### config.mk
export PLATFORM = sky130hd
export DESIGN_NAME = bfc_ctrl
export DESIGN_NICKNAME = d
export VERILOG_FILES = /design/src/rtl/bfc_pkg.sv /design/src/rtl/bfc_ctrl.sv
export SDC_FILE = /design/constraint.sdc
export NUM_CORES = 1
export LEC_CHECK = 0
export BUFFER_PORTS_ARGS = -buffer_cell sky130_fd_sc_hd__buf_2
export CORE_AREA = 10 10 47 49
export DETAILED_ROUTE_END_ITERATION = 7
export DIE_AREA = 0 0 57 59
export PLACE_DENSITY_LB_ADDON = 0.25
export RECOVER_POWER = 25
export SLEW_MARGIN = 20
export SYNTH_ARGS = -nofsm -noshare
export SYNTH_HDL_FRONTEND = slang
export SYNTH_SLANG_ARGS = --single-unit
### constraint.sdc
create_clock -name clock -period 3.5 [get_ports clock]
set_clock_uncertainty 0.1 [all_clocks]
set_input_delay 0.7 -clock clock [delete_from_list [all_inputs] [get_ports clock]]
set_output_delay 0.7 -clock clock [all_outputs]
set_load 0.01 [all_outputs]
### src/rtl/bfc_pkg.sv
`default_nettype none

package bfc_pkg;

   // Default sizes of the tape, the token store and the bracket nesting
   localparam int TAPE_DEPTH_DEF = 32768;
   localparam int PROG_DEPTH_DEF = 4096;
   localparam int NEST_DEPTH_DEF = 256;

   // Request opcodes
   localparam logic [1:0] OP_LOAD   = 2'd0;
   localparam logic [1:0] OP_FINISH = 2'd1;
   localparam logic [1:0] OP_STEP   = 2'd2;

   // Response status codes
   localparam logic [2:0] ST_OK         = 3'd0;
   localparam logic [2:0] ST_BAD_CLOSE  = 3'd1;
   localparam logic [2:0] ST_BAD_OPEN   = 3'd2;
   localparam logic [2:0] ST_HALTED     = 3'd3;
   localparam logic [2:0] ST_PROG_FULL  = 3'd4;
   localparam logic [2:0] ST_STACK_FULL = 3'd5;
   localparam logic [2:0] ST_NOT_READY  = 3'd6;

   // Token kinds; NONE marks a skipped character or an empty history
   localparam logic [3:0] K_RIGHT = 4'd0;
   localparam logic [3:0] K_LEFT  = 4'd1;
   localparam logic [3:0] K_INC   = 4'd2;
   localparam logic [3:0] K_DEC   = 4'd3;
   localparam logic [3:0] K_OUT   = 4'd4;
   localparam logic [3:0] K_IN    = 4'd5;
   localparam logic [3:0] K_OPEN  = 4'd6;
   localparam logic [3:0] K_CLOSE = 4'd7;
   localparam logic [3:0] K_NONE  = 4'd8;

   // Source characters of the eight commands
   localparam logic [7:0] CH_RIGHT = 8'h3E;  // '>'
   localparam logic [7:0] CH_LEFT  = 8'h3C;  // '<'
   localparam logic [7:0] CH_INC   = 8'h2B;  // '+'
   localparam logic [7:0] CH_DEC   = 8'h2D;  // '-'
   localparam logic [7:0] CH_OUT   = 8'h2E;  // '.'
   localparam logic [7:0] CH_IN    = 8'h2C;  // ','
   localparam logic [7:0] CH_OPEN  = 8'h5B;  // '['
   localparam logic [7:0] CH_CLOSE = 8'h5D;  // ']'

   // Commands from the controller to the datapath
   typedef struct packed {
      logic accept;     // capture the request item
      logic clear;      // write one zero cell of the tape clearing pass
      logic load;       // compile one source character
      logic patch;      // write the partner index into the open token
      logic exec_step;  // execute the fetched token
      logic finish;     // close loading and check brackets
      logic report;     // report without side effects
      logic post;       // load the response register
   } bfc_cmd_type;

   // Status from the datapath to the controller
   typedef struct packed {
      logic clear_last;  // final cell of the clearing pass
      logic sticky;      // an error is latched
      logic finished;    // loading is closed
      logic halted;      // program counter reached program length
      logic load_patch;  // the pending character is a matched close
      logic out_free;    // response register can take a result
   } bfc_stat_type;

   // Map a source character onto its token kind
   function automatic logic [3:0] kind_of(input logic [7:0] c);
      logic [3:0] k;
      unique case (c)
         CH_RIGHT: k = K_RIGHT;
         CH_LEFT:  k = K_LEFT;
         CH_INC:   k = K_INC;
         CH_DEC:   k = K_DEC;
         CH_OUT:   k = K_OUT;
         CH_IN:    k = K_IN;
         CH_OPEN:  k = K_OPEN;
         CH_CLOSE: k = K_CLOSE;
         default:  k = K_NONE;
      endcase
      return k;
   endfunction

endpackage

`default_nettype wire

### src/rtl/bfc_ctrl.sv
`default_nettype none

module bfc_ctrl (
   input  wire logic                  clock,
   input  wire logic                  reset,
   input  wire logic                  req_tvalid,
   input  wire logic [1:0]            req_opcode,
   output logic                       req_tready,
   input  wire bfc_pkg::bfc_stat_type st,
   output bfc_pkg::bfc_cmd_type       cmd
);

   typedef enum logic [2:0] {
      S_CLEAR,
      S_IDLE,
      S_LOAD,
      S_PATCH,
      S_EXEC,
      S_FINISH,
      S_REPORT
   } state_type;

   state_type state_ff, state_in;
   logic      ready_ff, ready_in;

   // Sequence each item; results wait for a free response register
   always_comb begin
      cmd      = '0;
      state_in = state_ff;
      unique case (state_ff)
         S_CLEAR: begin
            cmd.clear = 1'b1;
            if (st.clear_last) begin
               state_in = S_IDLE;
            end
         end
         S_IDLE: begin
            if (req_tvalid && ready_ff) begin
               cmd.accept = 1'b1;
               if (st.sticky) begin
                  state_in = S_REPORT;
               end else begin
                  unique case (req_opcode)
                     bfc_pkg::OP_LOAD:   state_in = st.finished ? S_REPORT : S_LOAD;
                     bfc_pkg::OP_FINISH: state_in = S_FINISH;
                     bfc_pkg::OP_STEP:
                        state_in = (st.finished && !st.halted) ? S_EXEC : S_REPORT;
                     default:            state_in = S_REPORT;
                  endcase
               end
            end
         end
         S_LOAD: begin
            if (st.out_free) begin
               cmd.load = 1'b1;
               if (st.load_patch) begin
                  state_in = S_PATCH;
               end else begin
                  cmd.post = 1'b1;
                  state_in = S_IDLE;
               end
            end
         end
         S_PATCH: begin
            if (st.out_free) begin
               cmd.patch = 1'b1;
               cmd.post  = 1'b1;
               state_in  = S_IDLE;
            end
         end
         S_EXEC: begin
            if (st.out_free) begin
               cmd.exec_step = 1'b1;
               cmd.post      = 1'b1;
               state_in      = S_IDLE;
            end
         end
         S_FINISH: begin
            if (st.out_free) begin
               cmd.finish = 1'b1;
               cmd.post   = 1'b1;
               state_in   = S_IDLE;
            end
         end
         S_REPORT: begin
            if (st.out_free) begin
               cmd.report = 1'b1;
               cmd.post   = 1'b1;
               state_in   = S_IDLE;
            end
         end
         default: begin
            state_in = S_CLEAR;
         end
      endcase
      ready_in = (state_in == S_IDLE);
   end

   // Hold state and the registered ready
   always_ff @(posedge clock) begin
      if (reset) begin
         state_ff <= S_CLEAR;
         ready_ff <= 1'b0;
      end else begin
         state_ff <= state_in;
         ready_ff <= ready_in;
      end
   end

   assign req_tready = ready_ff;

endmodule

`default_nettype wire

# [Word level (Yosys, flattened, before mapping)]
# Index checks and enable logic that the tools add are counted.
[totals] regBits=4 in_bits=11 output_inout_bits=9 elab_cells=41
[classes] eq_ne=9 muxes=23 n_reduce_logical=7
[ops] cell="2-to-1 mux 3 bit" count=6
[ops] cell="one-hot mux 3 bit (4 select lines)" count=1
[ops] cell="2-to-1 mux 1 bit" count=11
[ops] cell="equality test 3 bit (second input constant)" count=3
[ops] cell="one-hot mux 3 bit (3 select lines)" count=1
[ops] cell="equality test 3 x 1 -> 1 bit (second input constant)" count=2
[ops] cell="equality test 3 x 2 -> 1 bit (second input constant)" count=2
[ops] cell="2-to-1 mux 2 bit" count=3
[ops] cell="OR reduction 4 bit" count=1
[ops] cell="zero test 3 bit" count=1
[ops] cell="one-hot mux 1 bit (3 select lines)" count=1
[ops] cell="OR reduction 3 bit" count=1
[ops] cell="equality test 2 x 1 -> 1 bit (second input constant)" count=1
[ops] cell="equality test 2 bit (second input constant)" count=1
[ops] cell="logical AND 1 bit" count=2
[ops] cell="zero test 2 bit" count=1
[ops] cell="zero test 1 bit" count=1

# [Depth between registers and ports, before layout]
[logic_depth] depth_word=8 depth_mapped=5

# [Worst setup path before layout]
# No wires, ideal clock.
[synth_path] kind="input port to output port" start="in st[0] (netlist name)" end="out cmd[4] (netlist name)" arrival_ns=1.087 path_slack_ns=1.613 path_stages=2 n_path_buf=0 cell_sequence="nand2_1 -> nor3b_1"
[synth_rtl] element="start: declaration" line="bfc_ctrl.sv:9" rtl="input wire bfc_pkg::bfc_stat_type st,"
[synth_rtl] element="end: declaration" line="bfc_ctrl.sv:10" rtl="output bfc_pkg::bfc_cmd_type cmd"

==> impl_metrics.toml <==
[status]
status = "completed"

[sta]
setup_total_negative_slack_ns = 0
final_period_minus_worst_setup_slack_ns = 2.119
setup_viol = 0
layout_worst_path_cycle_share_pct = 60.54
drv_slew = 0
grt_setup_unrepaired = "no"
slew-limit-headroom_pct = 70.49
worst-slew-pin-transition_ns = 0.4316
worst_hold_slack_ns = 0.5488
finalHoldViolations = 0
highest_achievable_clock_rate_mhz = 471.9

[global_routing]
track_usage_pct = 6.390
maximum_number_of_pins_on_one_net_before_global_route_repair = 12
grt_pass1_vias = 432
antenna_found_initial = 0
global_route_wire_length_before_repair_mm = 1.745
gr-total-overflow = 0

[floorplanning]
die_h_um = 59
io_pins = 20
design.core.area_um2 = 1401
start_util_pct = 28.48
die_area_um2 = 3363
die_width_um = 57
row_count = 14

[power]
cell_leakage_power_nw = 0.2546
peakVddDrop_uv = 108.8
power.density_cell_area_nw_per_um2 = 279.7

[clock_network]
cts_tree = "done"
tritoncts_buffer_count = 3
cts_num_sinks = 4
cts_root_buffer = "sky130_fd_sc_hd__clkbuf_4"
clock_network_latency_to_the_later_pin_of_the_worst_skew_pair_ns = 0.23
cts.clk_slew.worst_paths_ns = 0.04
post_cts.repair.setup_buffers = 0
ctsHtreeMaxLevel = 1
clockBufferDepth = 2
post_cts.resized_instances = 0
holdBufCountCts = 0

[worst_setup_path]
crit_fanout = 11
crit_arrival_ns = 1.32
setup.worst_path.end_class = "primary output"
critical_path_required_ns = 2.70
path_class = "flip-flop to primary output"
critical_path.startpoint_type = "flip-flop"

[place]
place_congestion = 0.7797
dp_hpwl_um = 825.4
buffer_ports.inserted = 19

[layout]
filler_cell_count = 170
nets = 86
antennaDiodeCount = 0
multi_input_comb_area_um2 = 274.0
sequential_cell_area_um2 = 80.08
syn_to_final_growth_pct = 26.65
layout-drive-gt1-share_pct = 36.23

[job]
maxCapViolCount = 0

[synthesis]
yosysWarningCount = 0
yosysSeqAreaShare_pct = 20.06
yosys_register_bits = 4
synthesis.nets = 65
synth-edff-count = 0
cell_area_synth_um2 = 399.1
avgSynthCellArea_um2 = 7.983
syn-instance-count = 50
yosysUniqueCellTypes = 27
synth_async_sr_flop_share_pct = 0
post_synth_top_flop = "sky130_fd_sc_hd__dfxtp_1"

[detailed_routing]
detailedRoute.firstPassIterationCount = 1
via_count = 412
postRouteWirelength_um = 962
drt.antenna.violating_nets = 0
wl_per_cell_um = 11.32
via_per_inst = 4.847
drc = 0
drt-initial-drc-count = 0

[min_path]
tightest_hold_check_type = "input port to flip-flop"
flip-flops by register name, indices dropped and copies added (netlist names):
signal      flops
state_ff        3
req_tready      1
report_power, final:
group | leakage (nW) | switching, mW | internal, mW
logic | 0.208 | 0.0152 | 0.0164
registers | 0.0329 | 0.00516 | 0.0491
clock network | 0.0138 | 0.0173 | 0.0382
placed cells by master (no fill, tap or decap), drive strengths merged:
master,netlist,routed
buf,3,18
o21ai,3,3
nor3,2,2
and3,1,1
o21a,1,1
nand2b,3,3
nor3b,3,3
clkbuf,0,4
inv,4,4
and3b,1,1
or2b,1,1
or3,1,1
a2111oi,2,2
nor2b,1,1
a21oi,3,3
nor4b,1,1
and4bb,1,1
dfxtp,4,4
nor2,4,4
o211ai,1,1
nand2,4,4
ha,4,4
a211oi,1,1
and2,1,1
stage by stage:
step	power (mW)	setup WS, ns	cells	util (%)	area, µm²
2_1_floorplan	0.07609	1.613	50	-	399.1
3_5_place_dp	0.08897	1.418	82	35.00	490.5
3_3_place_gp	0.08870	1.426	82	35.00	490.5
5_1_grt	0.1559	1.230	85	36.07	505.5
4_1_cts	0.1464	1.367	85	36.61	513.0
6_report	0.1414	1.381	85	36.07	505.5
worst paths after layout:
kind / end / slack (ns) / depth (start not counted) / from
worst max register to register: req_tready / 2.03 / 4 / state_ff[2]
worst max-delay path: cmd[7] / 1.38 / 4 / state_ff[2]
worst min-delay path: state_ff[2] / 0.55 / 2 / reset
worst min register to register: state_ff[2] / 0.57 / 1 / state_ff[1]
cells in the mapped netlist (2+ instances only):
library cell               number  area, µm²
sky130_fd_sc_hd__dfxtp_1        4      80.08
sky130_fd_sc_hd__ha_1           4      50.05
sky130_fd_sc_hd__inv_1          4      15.01
sky130_fd_sc_hd__nand2_1        4      15.01
sky130_fd_sc_hd__nor2_1         4      15.01
sky130_fd_sc_hd__a21oi_1        3      15.01
sky130_fd_sc_hd__nand2b_1       3      18.77
sky130_fd_sc_hd__nor3b_1        3      22.52
sky130_fd_sc_hd__nor3_1         2      10.01
sky130_fd_sc_hd__o21ai_1        2      10.01
layout make-up:
| type | instances | share of cell area (%) |
|---|---|---|
| Sequential cell | 4 | 15.84 |
| Inverter | 4 | 2.970 |
| Clock buffer | 3 | 4.455 |
| Timing Repair Buffer | 19 | 18.56 |
| Tap cell | 16 | 3.960 |
| Multi-Input combinational cell | 39 | 54.21 |
kinds of logic (layout without fill, tap and decap cells):
group	after synthesis	count (layout)	synth area share (%)
fa+ha+maj	4	4	12.54
buf+inv	7	26	9.716
compound gates	11	11	19.12
flops	4	4	20.06
simple gates	24	24	38.56
worst max-delay path, stage by stage (launching register included):
cell	delay [ns]
sky130_fd_sc_hd__dfxtp_1	0.50
sky130_fd_sc_hd__and4bb_2	0.28
sky130_fd_sc_hd__nand2_1	0.12
sky130_fd_sc_hd__inv_1	0.05
sky130_fd_sc_hd__buf_2	0.13
per-layer routing:
metal	up-vias	GRT usage (%)	part of all wire, %
met5	-	0	0
met4	0	3.020	0
met3	0	3.648	6.4
met2	13	9.922	49
met1	184	6.872	44
li1	215	-	-
Power figures use the tool's default switching activity.
